`config.mk`:
```
export PLATFORM = sky130hd
export DESIGN_NAME = ubx_frame_deframer_core
export DESIGN_NICKNAME = d
export VERILOG_FILES = /design/src/sv/ubxd_pkg.sv /design/src/sv/ubxd_in_stage.sv /design/src/sv/ubxd_parse.sv /design/src/sv/ubxd_out_stage.sv /design/src/sv/ubx_frame_deframer_core.sv
export SDC_FILE = /design/constraint.sdc
export NUM_CORES = 1
export LEC_CHECK = 0
export BUFFER_PORTS_ARGS = -buffer_cell sky130_fd_sc_hd__buf_2
export CORE_UTILIZATION = 63
export CTS_CLUSTER_SIZE = 25
export DETAILED_ROUTE_END_ITERATION = 10
export PLACE_DENSITY = 0.85
export SETUP_SLACK_MARGIN = 0.05
export SLEW_MARGIN = 20
export SYNTH_ARGS = -nofsm -noshare
export SYNTH_HDL_FRONTEND = slang
export SYNTH_SLANG_ARGS = --single-unit
export TNS_END_PERCENT = 100
```
`constraint.sdc`:
```
create_clock -name aclk -period 9 [get_ports aclk]
set_clock_uncertainty 0.15 [all_clocks]
set_input_delay 0.9 -clock aclk [delete_from_list [all_inputs] [get_ports aclk]]
set_output_delay 0.9 -clock aclk [all_outputs]
set_load 0.03 [all_outputs]
```
`src/sv/ubxd_pkg.sv`:
```
`default_nettype none

package ubxd_pkg;

    // Frame framing and message identification constants.
    localparam logic [7:0]  SYNC_FIRST         = 8'hB5;
    localparam logic [7:0]  SYNC_SECOND        = 8'h62;
    localparam logic [7:0]  NAV_CLASS          = 8'h01;
    localparam logic [7:0]  PVT_ID             = 8'h07;
    localparam logic [7:0]  RELPOS_ID          = 8'h3C;
    localparam logic [15:0] DEFAULT_MAX_LENGTH = 16'd1024;

    // Widths of the stream payloads.
    localparam int S_TDATA_W = 8;
    localparam int M_TDATA_W = 56;
    localparam int M_TUSER_W = 4;

    // Kind of event carried by one output transfer.
    typedef enum logic [1:0] {
        EV_PAYLOAD    = 2'd0,
        EV_FRAME_GOOD = 2'd1,
        EV_CSUM_ERROR = 2'd2,
        EV_LEN_REJECT = 2'd3
    } event_kind_t;

    // Message tag derived from class and id.
    typedef enum logic [1:0] {
        MSG_OTHER  = 2'd0,
        MSG_PVT    = 2'd1,
        MSG_RELPOS = 2'd2
    } msg_kind_t;

    // One result item as handed from the parser to the output register.
    typedef struct packed {
        event_kind_t event_kind;
        logic [7:0]  data_byte;
        logic [15:0] byte_offset;
        logic [7:0]  msg_class;
        logic [7:0]  msg_id;
        logic [15:0] frame_length;
        msg_kind_t   msg_kind;
    } result_t;

endpackage

`default_nettype wire

```
`src/sv/ubxd_in_stage.sv`:
```
`default_nettype none

module ubxd_in_stage (
    input  wire logic                           aclk,
    input  wire logic                           aresetn,
    input  wire logic                           s_tvalid,
    output logic                                s_tready,
    input  wire logic [ubxd_pkg::S_TDATA_W-1:0] s_tdata,   // [7:0] rx_byte
    input  wire logic                           advance,
    output logic                                byte_valid,
    output logic [7:0]                          rx_byte
);
    import ubxd_pkg::*;

    logic       valid_reg;
    logic [7:0] byte_reg;

    // The stage can take a new byte when empty or when its byte moves on.
    assign s_tready   = !valid_reg || advance;
    assign byte_valid = valid_reg;
    assign rx_byte    = byte_reg;

    // Input register for one received byte.
    always_ff @(posedge aclk) begin
        if (!aresetn) begin
            valid_reg <= 1'b0;
        end else if (s_tvalid && s_tready) begin
            valid_reg <= 1'b1;
        end else if (advance) begin
            valid_reg <= 1'b0;
        end
    end

    always_ff @(posedge aclk) begin
        if (s_tvalid && s_tready) begin
            byte_reg <= s_tdata[7:0];
        end
    end

endmodule

`default_nettype wire

```
`src/sv/ubxd_parse.sv`:
```
`default_nettype none

module ubxd_parse (
    input  wire logic              aclk,
    input  wire logic              aresetn,
    input  wire logic              cfg_we,
    input  wire logic [15:0]       cfg_wdata,
    input  wire logic              step,
    input  wire logic [7:0]        rx_byte,
    output logic                   res_valid,
    output ubxd_pkg::result_t      res
);
    import ubxd_pkg::*;

    typedef enum logic [3:0] {
        PH_SYNC1   = 4'd0,
        PH_SYNC2   = 4'd1,
        PH_CLASS   = 4'd2,
        PH_ID      = 4'd3,
        PH_LEN_LO  = 4'd4,
        PH_LEN_HI  = 4'd5,
        PH_PAYLOAD = 4'd6,
        PH_CK_A    = 4'd7,
        PH_CK_B    = 4'd8
    } phase_t;

    phase_t      phase_reg, phase_next;
    logic [7:0]  sum_a_reg, sum_a_next;
    logic [7:0]  sum_b_reg, sum_b_next;
    logic [7:0]  class_reg, class_next;
    logic [7:0]  id_reg, id_next;
    logic [15:0] length_reg, length_next;
    logic [15:0] seen_reg, seen_next;
    logic [7:0]  rx_sum_a_reg, rx_sum_a_next;
    logic [15:0] max_length_reg;

    logic [7:0]  add_a;
    logic [7:0]  add_b;
    logic [15:0] length_hi;
    logic [16:0] seen_plus;
    msg_kind_t   kind;

    // Running Fletcher sums with the current byte folded in.
    assign add_a     = sum_a_reg + rx_byte;
    assign add_b     = sum_b_reg + add_a;
    assign length_hi = {rx_byte, length_reg[7:0]};
    assign seen_plus = {1'b0, seen_reg} + 17'd1;

    // Message tag from the stored class and id.
    always_comb begin
        if (class_reg == NAV_CLASS && id_reg == PVT_ID) begin
            kind = MSG_PVT;
        end else if (class_reg == NAV_CLASS && id_reg == RELPOS_ID) begin
            kind = MSG_RELPOS;
        end else begin
            kind = MSG_OTHER;
        end
    end

    // Frame state machine: next state and the result of this byte.
    always_comb begin
        phase_next    = phase_reg;
        sum_a_next    = sum_a_reg;
        sum_b_next    = sum_b_reg;
        class_next    = class_reg;
        id_next       = id_reg;
        length_next   = length_reg;
        seen_next     = seen_reg;
        rx_sum_a_next = rx_sum_a_reg;
        res_valid     = 1'b0;
        res.event_kind   = EV_PAYLOAD;
        res.data_byte    = 8'd0;
        res.byte_offset  = 16'd0;
        res.msg_class    = class_reg;
        res.msg_id       = id_reg;
        res.frame_length = length_reg;
        res.msg_kind     = kind;
        unique case (phase_reg)
            PH_SYNC2: begin
                if (rx_byte == SYNC_SECOND) begin
                    phase_next = PH_CLASS;
                end else if (rx_byte == SYNC_FIRST) begin
                    phase_next = PH_SYNC2;
                end else begin
                    phase_next = PH_SYNC1;
                end
            end
            PH_CLASS: begin
                sum_a_next = rx_byte;
                sum_b_next = rx_byte;
                class_next = rx_byte;
                phase_next = PH_ID;
            end
            PH_ID: begin
                sum_a_next = add_a;
                sum_b_next = add_b;
                id_next    = rx_byte;
                phase_next = PH_LEN_LO;
            end
            PH_LEN_LO: begin
                sum_a_next  = add_a;
                sum_b_next  = add_b;
                length_next = {8'd0, rx_byte};
                phase_next  = PH_LEN_HI;
            end
            PH_LEN_HI: begin
                sum_a_next       = add_a;
                sum_b_next       = add_b;
                length_next      = length_hi;
                seen_next        = 16'd0;
                res.frame_length = length_hi;
                if (length_hi > max_length_reg) begin
                    phase_next     = PH_SYNC1;
                    res_valid      = 1'b1;
                    res.event_kind = EV_LEN_REJECT;
                end else if (length_hi == 16'd0) begin
                    phase_next = PH_CK_A;
                end else begin
                    phase_next = PH_PAYLOAD;
                end
            end
            PH_PAYLOAD: begin
                sum_a_next      = add_a;
                sum_b_next      = add_b;
                res_valid       = 1'b1;
                res.event_kind  = EV_PAYLOAD;
                res.data_byte   = rx_byte;
                res.byte_offset = seen_reg;
                if (seen_plus >= {1'b0, length_reg}) begin
                    phase_next = PH_CK_A;
                end else begin
                    seen_next = seen_plus[15:0];
                end
            end
            PH_CK_A: begin
                rx_sum_a_next = rx_byte;
                phase_next    = PH_CK_B;
            end
            PH_CK_B: begin
                phase_next = PH_SYNC1;
                res_valid  = 1'b1;
                if (rx_sum_a_reg == sum_a_reg && rx_byte == sum_b_reg) begin
                    res.event_kind = EV_FRAME_GOOD;
                end else begin
                    res.event_kind = EV_CSUM_ERROR;
                end
            end
            default: begin
                // Hunting the first sync byte; unused codes land here too.
                phase_next = (rx_byte == SYNC_FIRST) ? PH_SYNC2 : PH_SYNC1;
            end
        endcase
    end

    // State registers advance on each byte that leaves the input stage.
    always_ff @(posedge aclk) begin
        if (!aresetn) begin
            phase_reg    <= PH_SYNC1;
            sum_a_reg    <= 8'd0;
            sum_b_reg    <= 8'd0;
            class_reg    <= 8'd0;
            id_reg       <= 8'd0;
            length_reg   <= 16'd0;
            seen_reg     <= 16'd0;
            rx_sum_a_reg <= 8'd0;
        end else if (step) begin
            phase_reg    <= phase_next;
            sum_a_reg    <= sum_a_next;
            sum_b_reg    <= sum_b_next;
            class_reg    <= class_next;
            id_reg       <= id_next;
            length_reg   <= length_next;
            seen_reg     <= seen_next;
            rx_sum_a_reg <= rx_sum_a_next;
        end
    end

    // Maximum payload length register.
    always_ff @(posedge aclk) begin
        if (!aresetn) begin
            max_length_reg <= DEFAULT_MAX_LENGTH;
        end else if (cfg_we) begin
            max_length_reg <= cfg_wdata;
        end
    end

    // A payload offset always lies inside the announced length.
    assert property (@(posedge aclk) disable iff (!aresetn)
        res_valid && res.event_kind == EV_PAYLOAD |-> res.byte_offset < res.frame_length)
        else $error("payload offset beyond frame length");

    // A rejected length really exceeds the configured maximum.
    assert property (@(posedge aclk) disable iff (!aresetn)
        res_valid && res.event_kind == EV_LEN_REJECT |-> res.frame_length > max_length_reg)
        else $error("length rejected without exceeding the maximum");

    // After a frame ends the parser is hunting again.
    assert property (@(posedge aclk) disable iff (!aresetn)
        step && res_valid && res.event_kind != EV_PAYLOAD |=> phase_reg == PH_SYNC1)
        else $error("parser did not return to hunting after frame end");

endmodule

`default_nettype wire

```
`src/sv/ubxd_out_stage.sv`:
```
`default_nettype none

module ubxd_out_stage (
    input  wire logic                           aclk,
    input  wire logic                           aresetn,
    input  wire logic                           load,
    input  wire ubxd_pkg::result_t              res,
    output logic                                out_free,
    output logic                                m_tvalid,
    input  wire logic                           m_tready,
    // [7:0] data_byte, [23:8] byte_offset, [31:24] msg_class, [39:32] msg_id,
    // [55:40] frame_length
    output logic [ubxd_pkg::M_TDATA_W-1:0]      m_tdata,
    // [1:0] event_kind, [3:2] msg_kind
    output logic [ubxd_pkg::M_TUSER_W-1:0]      m_tuser
);
    import ubxd_pkg::*;

    logic    valid_reg;
    result_t res_reg;

    // The register can be refilled when empty or while its transfer completes.
    assign out_free = !valid_reg || m_tready;
    assign m_tvalid = valid_reg;
    assign m_tdata  = {res_reg.frame_length, res_reg.msg_id, res_reg.msg_class,
                       res_reg.byte_offset, res_reg.data_byte};
    assign m_tuser  = {res_reg.msg_kind, res_reg.event_kind};

    // Output valid flag.
    always_ff @(posedge aclk) begin
        if (!aresetn) begin
            valid_reg <= 1'b0;
        end else if (load) begin
            valid_reg <= 1'b1;
        end else if (m_tready) begin
            valid_reg <= 1'b0;
        end
    end

    // Output payload register.
    always_ff @(posedge aclk) begin
        if (load) begin
            res_reg <= res;
        end
    end

    // A result is only loaded when the register has room for it.
    assert property (@(posedge aclk) disable iff (!aresetn)
        load |-> out_free)
        else $error("result loaded over an untaken result");

    // A load always leaves a valid result behind.
    assert property (@(posedge aclk) disable iff (!aresetn)
        load |=> m_tvalid)
        else $error("loaded result not presented");

    // A held result is not overwritten while stalled.
    assert property (@(posedge aclk) disable iff (!aresetn)
        m_tvalid && !m_tready |=> m_tvalid && $stable(m_tdata) && $stable(m_tuser))
        else $error("stalled result changed");

endmodule

`default_nettype wire

```
`src/sv/ubx_frame_deframer_core.sv`:
```
// Frame deframer for a binary receiver protocol with an 8-bit Fletcher checksum.
// The s_ channel takes one received serial byte per transfer in s_tdata[7:0].
// The m_ channel gives at most one event per byte: a payload byte with its
// offset, a good frame, a checksum error or a rejected length. m_tuser holds
// the event kind and the message tag; m_tdata holds the byte, its offset, the
// class, id and announced length of the current frame.
// cfg_we with cfg_wdata writes the largest accepted payload length (reset 1024);
// write it only while no bytes are in flight.
// An event appears on m_ the cycle after its byte leaves the input register,
// which captured the byte at its transfer on s_.
// One byte per cycle while the output register has room, handled by the frame
// state machine between the input register and the output register.
// When the receiver stalls, the output register holds its event and the input
// register holds one more byte; then s_tready drops.
// Synchronous active-low reset empties both registers and restarts the hunt for
// the first sync byte.
`default_nettype none

module ubx_frame_deframer_core (
    input  wire logic                           aclk,
    input  wire logic                           aresetn,
    input  wire logic                           cfg_we,
    input  wire logic [15:0]                    cfg_wdata,
    input  wire logic                           s_tvalid,
    output logic                                s_tready,
    input  wire logic [ubxd_pkg::S_TDATA_W-1:0] s_tdata,   // [7:0] rx_byte
    output logic                                m_tvalid,
    input  wire logic                           m_tready,
    // [7:0] data_byte, [23:8] byte_offset, [31:24] msg_class, [39:32] msg_id,
    // [55:40] frame_length
    output logic [ubxd_pkg::M_TDATA_W-1:0]      m_tdata,
    // [1:0] event_kind, [3:2] msg_kind
    output logic [ubxd_pkg::M_TUSER_W-1:0]      m_tuser
);
    import ubxd_pkg::*;

    logic       byte_valid;
    logic [7:0] rx_byte;
    logic       out_free;
    logic       advance;
    logic       res_valid;
    result_t    res;

    // A byte moves through the parser when the output register has room.
    assign advance = byte_valid && out_free;

    ubxd_in_stage u_in (
        .aclk       (aclk),
        .aresetn    (aresetn),
        .s_tvalid   (s_tvalid),
        .s_tready   (s_tready),
        .s_tdata    (s_tdata),
        .advance    (advance),
        .byte_valid (byte_valid),
        .rx_byte    (rx_byte)
    );

    ubxd_parse u_parse (
        .aclk      (aclk),
        .aresetn   (aresetn),
        .cfg_we    (cfg_we),
        .cfg_wdata (cfg_wdata),
        .step      (advance),
        .rx_byte   (rx_byte),
        .res_valid (res_valid),
        .res       (res)
    );

    ubxd_out_stage u_out (
        .aclk     (aclk),
        .aresetn  (aresetn),
        .load     (advance && res_valid),
        .res      (res),
        .out_free (out_free),
        .m_tvalid (m_tvalid),
        .m_tready (m_tready),
        .m_tdata  (m_tdata),
        .m_tuser  (m_tuser)
    );

endmodule

`default_nettype wire

```
# After elaboration in Yosys (flattened, before gate mapping)
# Index checks and enable logic that the tools add are counted.
# op_classes
addsub,3
order_cmp,2
eq_ne,17
n_mux,22
n_bitwise,1
n_reduce_logical,26
# ops
operator,n
$pmux W16 S2,2
$mux W16,2
$pmux W4 S8,1
$pmux W8 S2,2
$add A16 B1 Y17 const B,1
$ge A17 B16 Y1,1
$add A8 B8 Y8,2
$eq A4 B3 Y1 const B,4
$eq A8 B8 Y1,2
$gt A16 B16 Y1,1
$logic_not A16 Y1,1
$reduce_and A2 Y1,6
$reduce_bool A2 Y1,5
$eq A4 B2 Y1 const B,2
$eq A8 B1 Y1 const B,1
$eq A8 B3 Y1 const B,1
$eq A8 B6 Y1 const B,1
$eq A8 B7 Y1 const B,1
$eq A8 B8 Y1 const B,1
$mux W4,2
$mux W1,7
$logic_and A1 B1 Y1,6
$mux W2,3
$reduce_and A3 Y1,2
12 further kinds,14
# totals
regBits,162
in_bits,29
output_inout_bits,62
word_cells,91

# Depth between registers and ports, before layout
# logic_depth
depth_word,6
depth_mapped,17
mapped_depth_nobuf,17

# Hierarchy
# A second synthesis with hierarchy kept.
# unflattened
cells_unflattened,822
hier_area_um2,8089.0
# by_module_without_submodules
module,instances,cells_per_inst,area_per_inst_um2,seq_area_each_um2
ubxd_parse,1,743,5928.2,1841.8
ubxd_out_stage,1,64,1850.5,1821.7
ubxd_in_stage,1,13,297.8,260.2
ubx_frame_deframer_core,1,2,12.5,0.0

# Worst setup path after synthesis
# OpenSTA, ideal clock, no wires.
# synth_path
path_type,register -> register
from,"register u_in.byte_reg[6], in the netlist u_in.rx_byte[6]"
to,"register u_out.res_reg, in the netlist u_out.m_tdata[0] (enable)"
setup_ns,0.478
t_arrival_ns,4.206
required_time_ns,8.372
setup_slack_ns,4.166
stages_incl_launch_ff,8
path_buffers,0
synth_period_minus_slack_ns,4.834
cell_sequence,edfxtp_1 -> ha_1 -> nand4_1 -> a2111o_1 -> o211ai_1 -> and2_1 -> a31oi_1 -> nor2_1
# synth_between
elab_chain_len,4
# synth_lines
item,line_no,text
"start, declared",ubxd_in_stage.sv:16,logic [7:0] byte_reg;
"start signal, assigned",ubxd_in_stage.sv:36,byte_reg <= s_tdata[7:0];
$gt A16 B16 Y1,ubxd_parse.sv:112,if (length_hi > max_length_reg) begin
$mux W1,ubxd_parse.sv:112,
$pmux W1 S2,ubxd_parse.sv:78,unique case (phase_reg)
$logic_and A1 B1 Y1,ubx_frame_deframer_core.sv:72,".load (advance && res_valid),"
via u_out.load,ubxd_out_stage.sv:6,"input wire logic load,"
"end signal, assigned",ubxd_out_stage.sv:43,res_reg <= res;
"end, declared",ubxd_out_stage.sv:20,result_t res_reg;
# The timed path passes the listed nets, and every way through them passes these cells.
# A chain may end at the register's enable or synchronous reset.

# Worst setup path after layout
# layout_path
from,register u_parse.seen_reg[2]
to,register u_parse.seen_reg[2]
# layout_between
elab_chain_len,4
elab_cells_between_ends,6
cone_classes,1 x add/sub; 1 x order compare; 1 x eq/ne; 2 x mux; 1 x reduce/logical
# layout_lines
item,line_no,text
"start, declared",ubxd_parse.sv:33,"logic [15:0] seen_reg, seen_next;"
"start signal, assigned",ubxd_parse.sv:173,seen_reg <= seen_next;
$add A16 B1 Y17 (*),ubxd_parse.sv:47,"assign seen_plus = {1'b0, seen_reg} + 17'd1;"
$ge A17 B16 Y1,ubxd_parse.sv:129,"if (seen_plus >= {1'b0, length_reg}) begin"
$ne A2 B2 Y1 (no line),-,
$reduce_and A3 Y1 (no line),-,
# Every way passes the cells marked *; elsewhere a longest branch is shown, timed or not. The select of a mux whose other input is x is not followed.

==> flow_summary.rst <==
.. list-table::
   :header-rows: 1

   * - Metric
     - Value
   * - Outcome
     - complete, no violations
   * - Met3 Track Usage GR
     - 0.0585
   * - Transition time of the tightest slew-check pin
     - 934 ps
   * - Die Span Y
     - 115 um
   * - Final worst-path cycle share
     - 0.439
   * - Number of sinks driven by the clock tree
     - 162
   * - Post-synth EDFFs
     - 68
   * - Fillers
     - 840
   * - Sum of overflow across all layers after global routing
     - 0
   * - IO Port Bufs
     - 90
   * - Detailed Routing Iterations Pass 1
     - 5
   * - Pin count of the biggest net entering global routing
     - 81
   * - Number of maximum-capacitance violations
     - 0
   * - Final Util
     - 0.750
   * - GRT met1 Usage
     - 0.398
   * - Post-layout instance area
     - 9160 sq um
   * - Overall routed net length
     - 18100 um
   * - TritonCTS clock tree
     - done
   * - Number of cells traversed by the worst hold path
     - 0
   * - Area growth from synthesis to layout
     - 14.0%
   * - Fraction of the yosys area taken by sequential cells
     - 0.488
   * - Min-Delay Startpoint
     - u_parse.class_reg[6]
   * - Area leader, netlist
     - sky130_fd_sc_hd__edfxtp_1
   * - Cts hold-fix bufs
     - 0
   * - Area occupied by multi-input gates
     - 3790 sq um
   * - Hold WC Path Type
     - reg2reg
   * - Placement-stage cell area
     - 8550 sq um
   * - Chip Width
     - 115 um
   * - Number of diodes added for antenna fixing
     - 0
   * - Effective utilization at floorplan
     - 0.658
   * - Largest driver fanout on the critical path
     - 24
   * - Hold Path Sink
     - u_out.m_tdata[30]
   * - Number of warnings reported in the yosys synthesis log
     - 0
   * - TritonCTS buffer count
     - 17
   * - Register bit total from synthesis
     - 162
   * - Endpoint of the lowest-slack register-to-register path
     - u_parse.seen_reg[2]
   * - Worst setup path class
     - reg2reg
   * - Relative slew slack
     - 0.377
   * - Residual DRC count
     - 0
   * - Post-synth cell types
     - 61
   * - DR vias/cell
     - 5.89
   * - Number of gates resized after CTS
     - 0
   * - Main flop type after synthesis
     - sky130_fd_sc_hd__dfxtp_1
   * - Cell at the root of the clock tree
     - sky130_fd_sc_hd__clkbuf_16
   * - Setup Fix Bufs, Post-CTS
     - 0
   * - Top achievable clock speed
     - 253 MHz
   * - Power density of the placed cells
     - 174 nW/um^2
   * - Initial antenna violation count
     - 0
   * - Sequential cell area in the final layout
     - 3920 sq um
   * - Arrival time of data at the critical path endpoint
     - 4120 ps
   * - Pins over their slew limit
     - 0
   * - Placer Congestion
     - 0.917
   * - Number of global-route vias before repair
     - 5967
   * - Average instance area after synthesis
     - 9.80 sq um
   * - CTS H-tree depth
     - 4
   * - Worst R2R Start
     - u_parse.seen_reg[2]
   * - WL/cell
     - 16.9 um
   * - First-pass GRT wire length
     - 29800 um
   * - Placed wire-length estimate
     - 12100 um
   * - Crit path required time
     - 9160 ps
   * - Cell area after synthesis
     - 8040 sq um
   * - Layout cells sized above 1
     - 0.171
   * - Number of primary I/O pins
     - 91
   * - Die area
     - 13200 sq um
   * - Max reg flops
     - 56
   * - Final setup TNS
     - 0 ps
   * - GR Layer Usage met2
     - 0.471
   * - Worst R2R Path Depth
     - 12
   * - Final ANT Viol Nets
     - 0
   * - First-iteration detailed-routing DRC count
     - 808
   * - Leakage power
     - 3.51 nW
   * - Clock tree buffer depth
     - 2
   * - Setup slack of the worst register-to-register path
     - 5050 ps
   * - Final hold viol count
     - 0
   * - Async set-or-reset flop fraction in the synthesized netlist
     - 0
   * - Clk Latency, worst-skew pair
     - 430 ps
   * - Highest-utilization routing layer at the global route stage
     - met2
   * - Placeable Area
     - 12200 sq um
   * - Setup repair after global routing missed its margin
     - no
   * - Kind of end point of the critical path
     - flop
   * - Net count of the mapped netlist
     - 898
   * - Final setup violation count
     - 0
   * - Peak supply drop
     - 101 uV
   * - Worst Setup Start Kind
     - flop
   * - Portion of synthesized cell area occupied by the leading cell type
     - 0.254
   * - Vias after detailed routing
     - 6309
   * - Fin crit period
     - 3950 ps
   * - Dominant cells by area after synthesis
     - sky130_fd_sc_hd__edfxtp_1 (25%), sky130_fd_sc_hd__dfxtp_1 (23%), sky130_fd_sc_hd__ha_1 (7.3%)
   * - Clk slew on worst S/H paths
     - 60 ps
   * - Total track usage
     - 0.294
   * - Most frequent cell after synthesis
     - sky130_fd_sc_hd__dfxtp_1
   * - Most numerous cell types in the synthesized netlist
     - sky130_fd_sc_hd__dfxtp_1 (94), sky130_fd_sc_hd__nand2_1 (83), sky130_fd_sc_hd__nor2_1 (73), sky130_fd_sc_hd__edfxtp_1 (68), sky130_fd_sc_hd__a21oi_1 (53)
   * - Gate Count Post-Synth
     - 820
   * - Overall power after layout
     - 1.60 mW
   * - Number of nets in the layout
     - 968
   * - Number of placement rows
     - 40
[report_power, final]
group	leakage (nW)	total [mW]	switching (mW)	internal (mW)
logic	1.88	0.0666	0.0389	0.0277
clock network	0.295	0.743	0.299	0.444
registers	1.33	0.786	0.0186	0.768
[worst max-delay path by stage]
| stage | startpoint | endpoint | cells after the start |
|---|---|---|---|
| 2_1_floorplan | u_in.rx_byte[6] | u_out.m_tdata[0] | 7 |
| 4_1_cts | u_parse.seen_reg[2] | u_parse.seen_reg[2] | 12 |
| 3_3_place_gp | u_parse.seen_reg[0] | u_parse.seen_reg[0] | 13 |
| 5_1_grt | u_parse.seen_reg[2] | u_parse.seen_reg[12] | 12 |
| 6_report | u_parse.seen_reg[2] | u_parse.seen_reg[2] | 12 |
| 3_5_place_dp | u_parse.seen_reg[2] | u_parse.seen_reg[0] | 12 |
[logic make-up (layout without fill, tap and decap cells)]
family | Yosys count | after routing | synth area share
and+or+nand+nor | 286 | 286 | 0.176
AOI/OAI and AO/OA | 164 | 164 | 0.129
muxes | 32 | 32 | 0.0399
buffers and inverters | 85 | 168 | 0.0430
DFF | 162 | 162 | 0.488
xor gates and xnor gates | 42 | 42 | 0.0458
adders and majority gates | 49 | 49 | 0.0781
[worst max-delay path, stage by stage, from the launching register on]
cell and delay [ps]:
sky130_fd_sc_hd__dfxtp_1 440, sky130_fd_sc_hd__and3_1 280, sky130_fd_sc_hd__nand4_1 260, sky130_fd_sc_hd__nor2_1 280, sky130_fd_sc_hd__nand2_1 130, sky130_fd_sc_hd__xnor2_1 160, sky130_fd_sc_hd__ha_1 290, sky130_fd_sc_hd__and4_1 220
sky130_fd_sc_hd__a221o_1 340, sky130_fd_sc_hd__a2111oi_2 430, sky130_fd_sc_hd__and3_4 410, sky130_fd_sc_hd__or2_2 350, sky130_fd_sc_hd__o21ai_2 110
[area by class of cell]
class                   instances  area share
flip-flops and latches        162       0.428
multi-input cells             573       0.413
repair buffers                 94      0.0524
clock buffers                  19      0.0483
well taps                     168      0.0229
clock inverters                13      0.0175
inverters                      42      0.0172
[through the flow]
stage	cells	setup slack, ps	hold WS (ps)
CTS	1071	5070	314
floorplan	820	4170	272
global placement	1039	5280	295
finish	1071	5050	318
global route	1071	4770	332
detailed placement	1039	5090	296
[layout by cell type, fill, tap and decap left out, types with 8 or more instances in the layout]
| cell type | instances |
|---|---|
| sky130_fd_sc_hd__nand2_1 | 83 |
| sky130_fd_sc_hd__nor2b_1 | 11 |
| sky130_fd_sc_hd__nand3b_1 | 10 |
| sky130_fd_sc_hd__a22oi_1 | 9 |
| sky130_fd_sc_hd__o21ai_2 | 9 |
| sky130_fd_sc_hd__nand3_1 | 15 |
| sky130_fd_sc_hd__buf_2 | 90 |
| sky130_fd_sc_hd__xnor2_1 | 34 |
| sky130_fd_sc_hd__nor2_1 | 72 |
| sky130_fd_sc_hd__inv_1 | 41 |
| sky130_fd_sc_hd__nor3_1 | 8 |
| sky130_fd_sc_hd__dfxtp_1 | 94 |
| sky130_fd_sc_hd__nand4_1 | 20 |
| sky130_fd_sc_hd__o21ai_0 | 44 |
| sky130_fd_sc_hd__a21oi_1 | 53 |
| sky130_fd_sc_hd__xor2_1 | 8 |
| sky130_fd_sc_hd__clkbuf_16 | 17 |
| sky130_fd_sc_hd__mux2i_1 | 32 |
| sky130_fd_sc_hd__and2_1 | 32 |
| sky130_fd_sc_hd__ha_1 | 47 |
| sky130_fd_sc_hd__edfxtp_1 | 68 |
[metal layers]
| metal | part of all wire | wire, um |
|---|---|---|
| met5 | 0 | 0 |
| met4 | 0.021 | 373 |
| met3 | 0.071 | 1300 |
| met2 | 0.47 | 8430 |
| met1 | 0.44 | 8020 |
No activity file was read; power rests on OpenSTA's default activity.
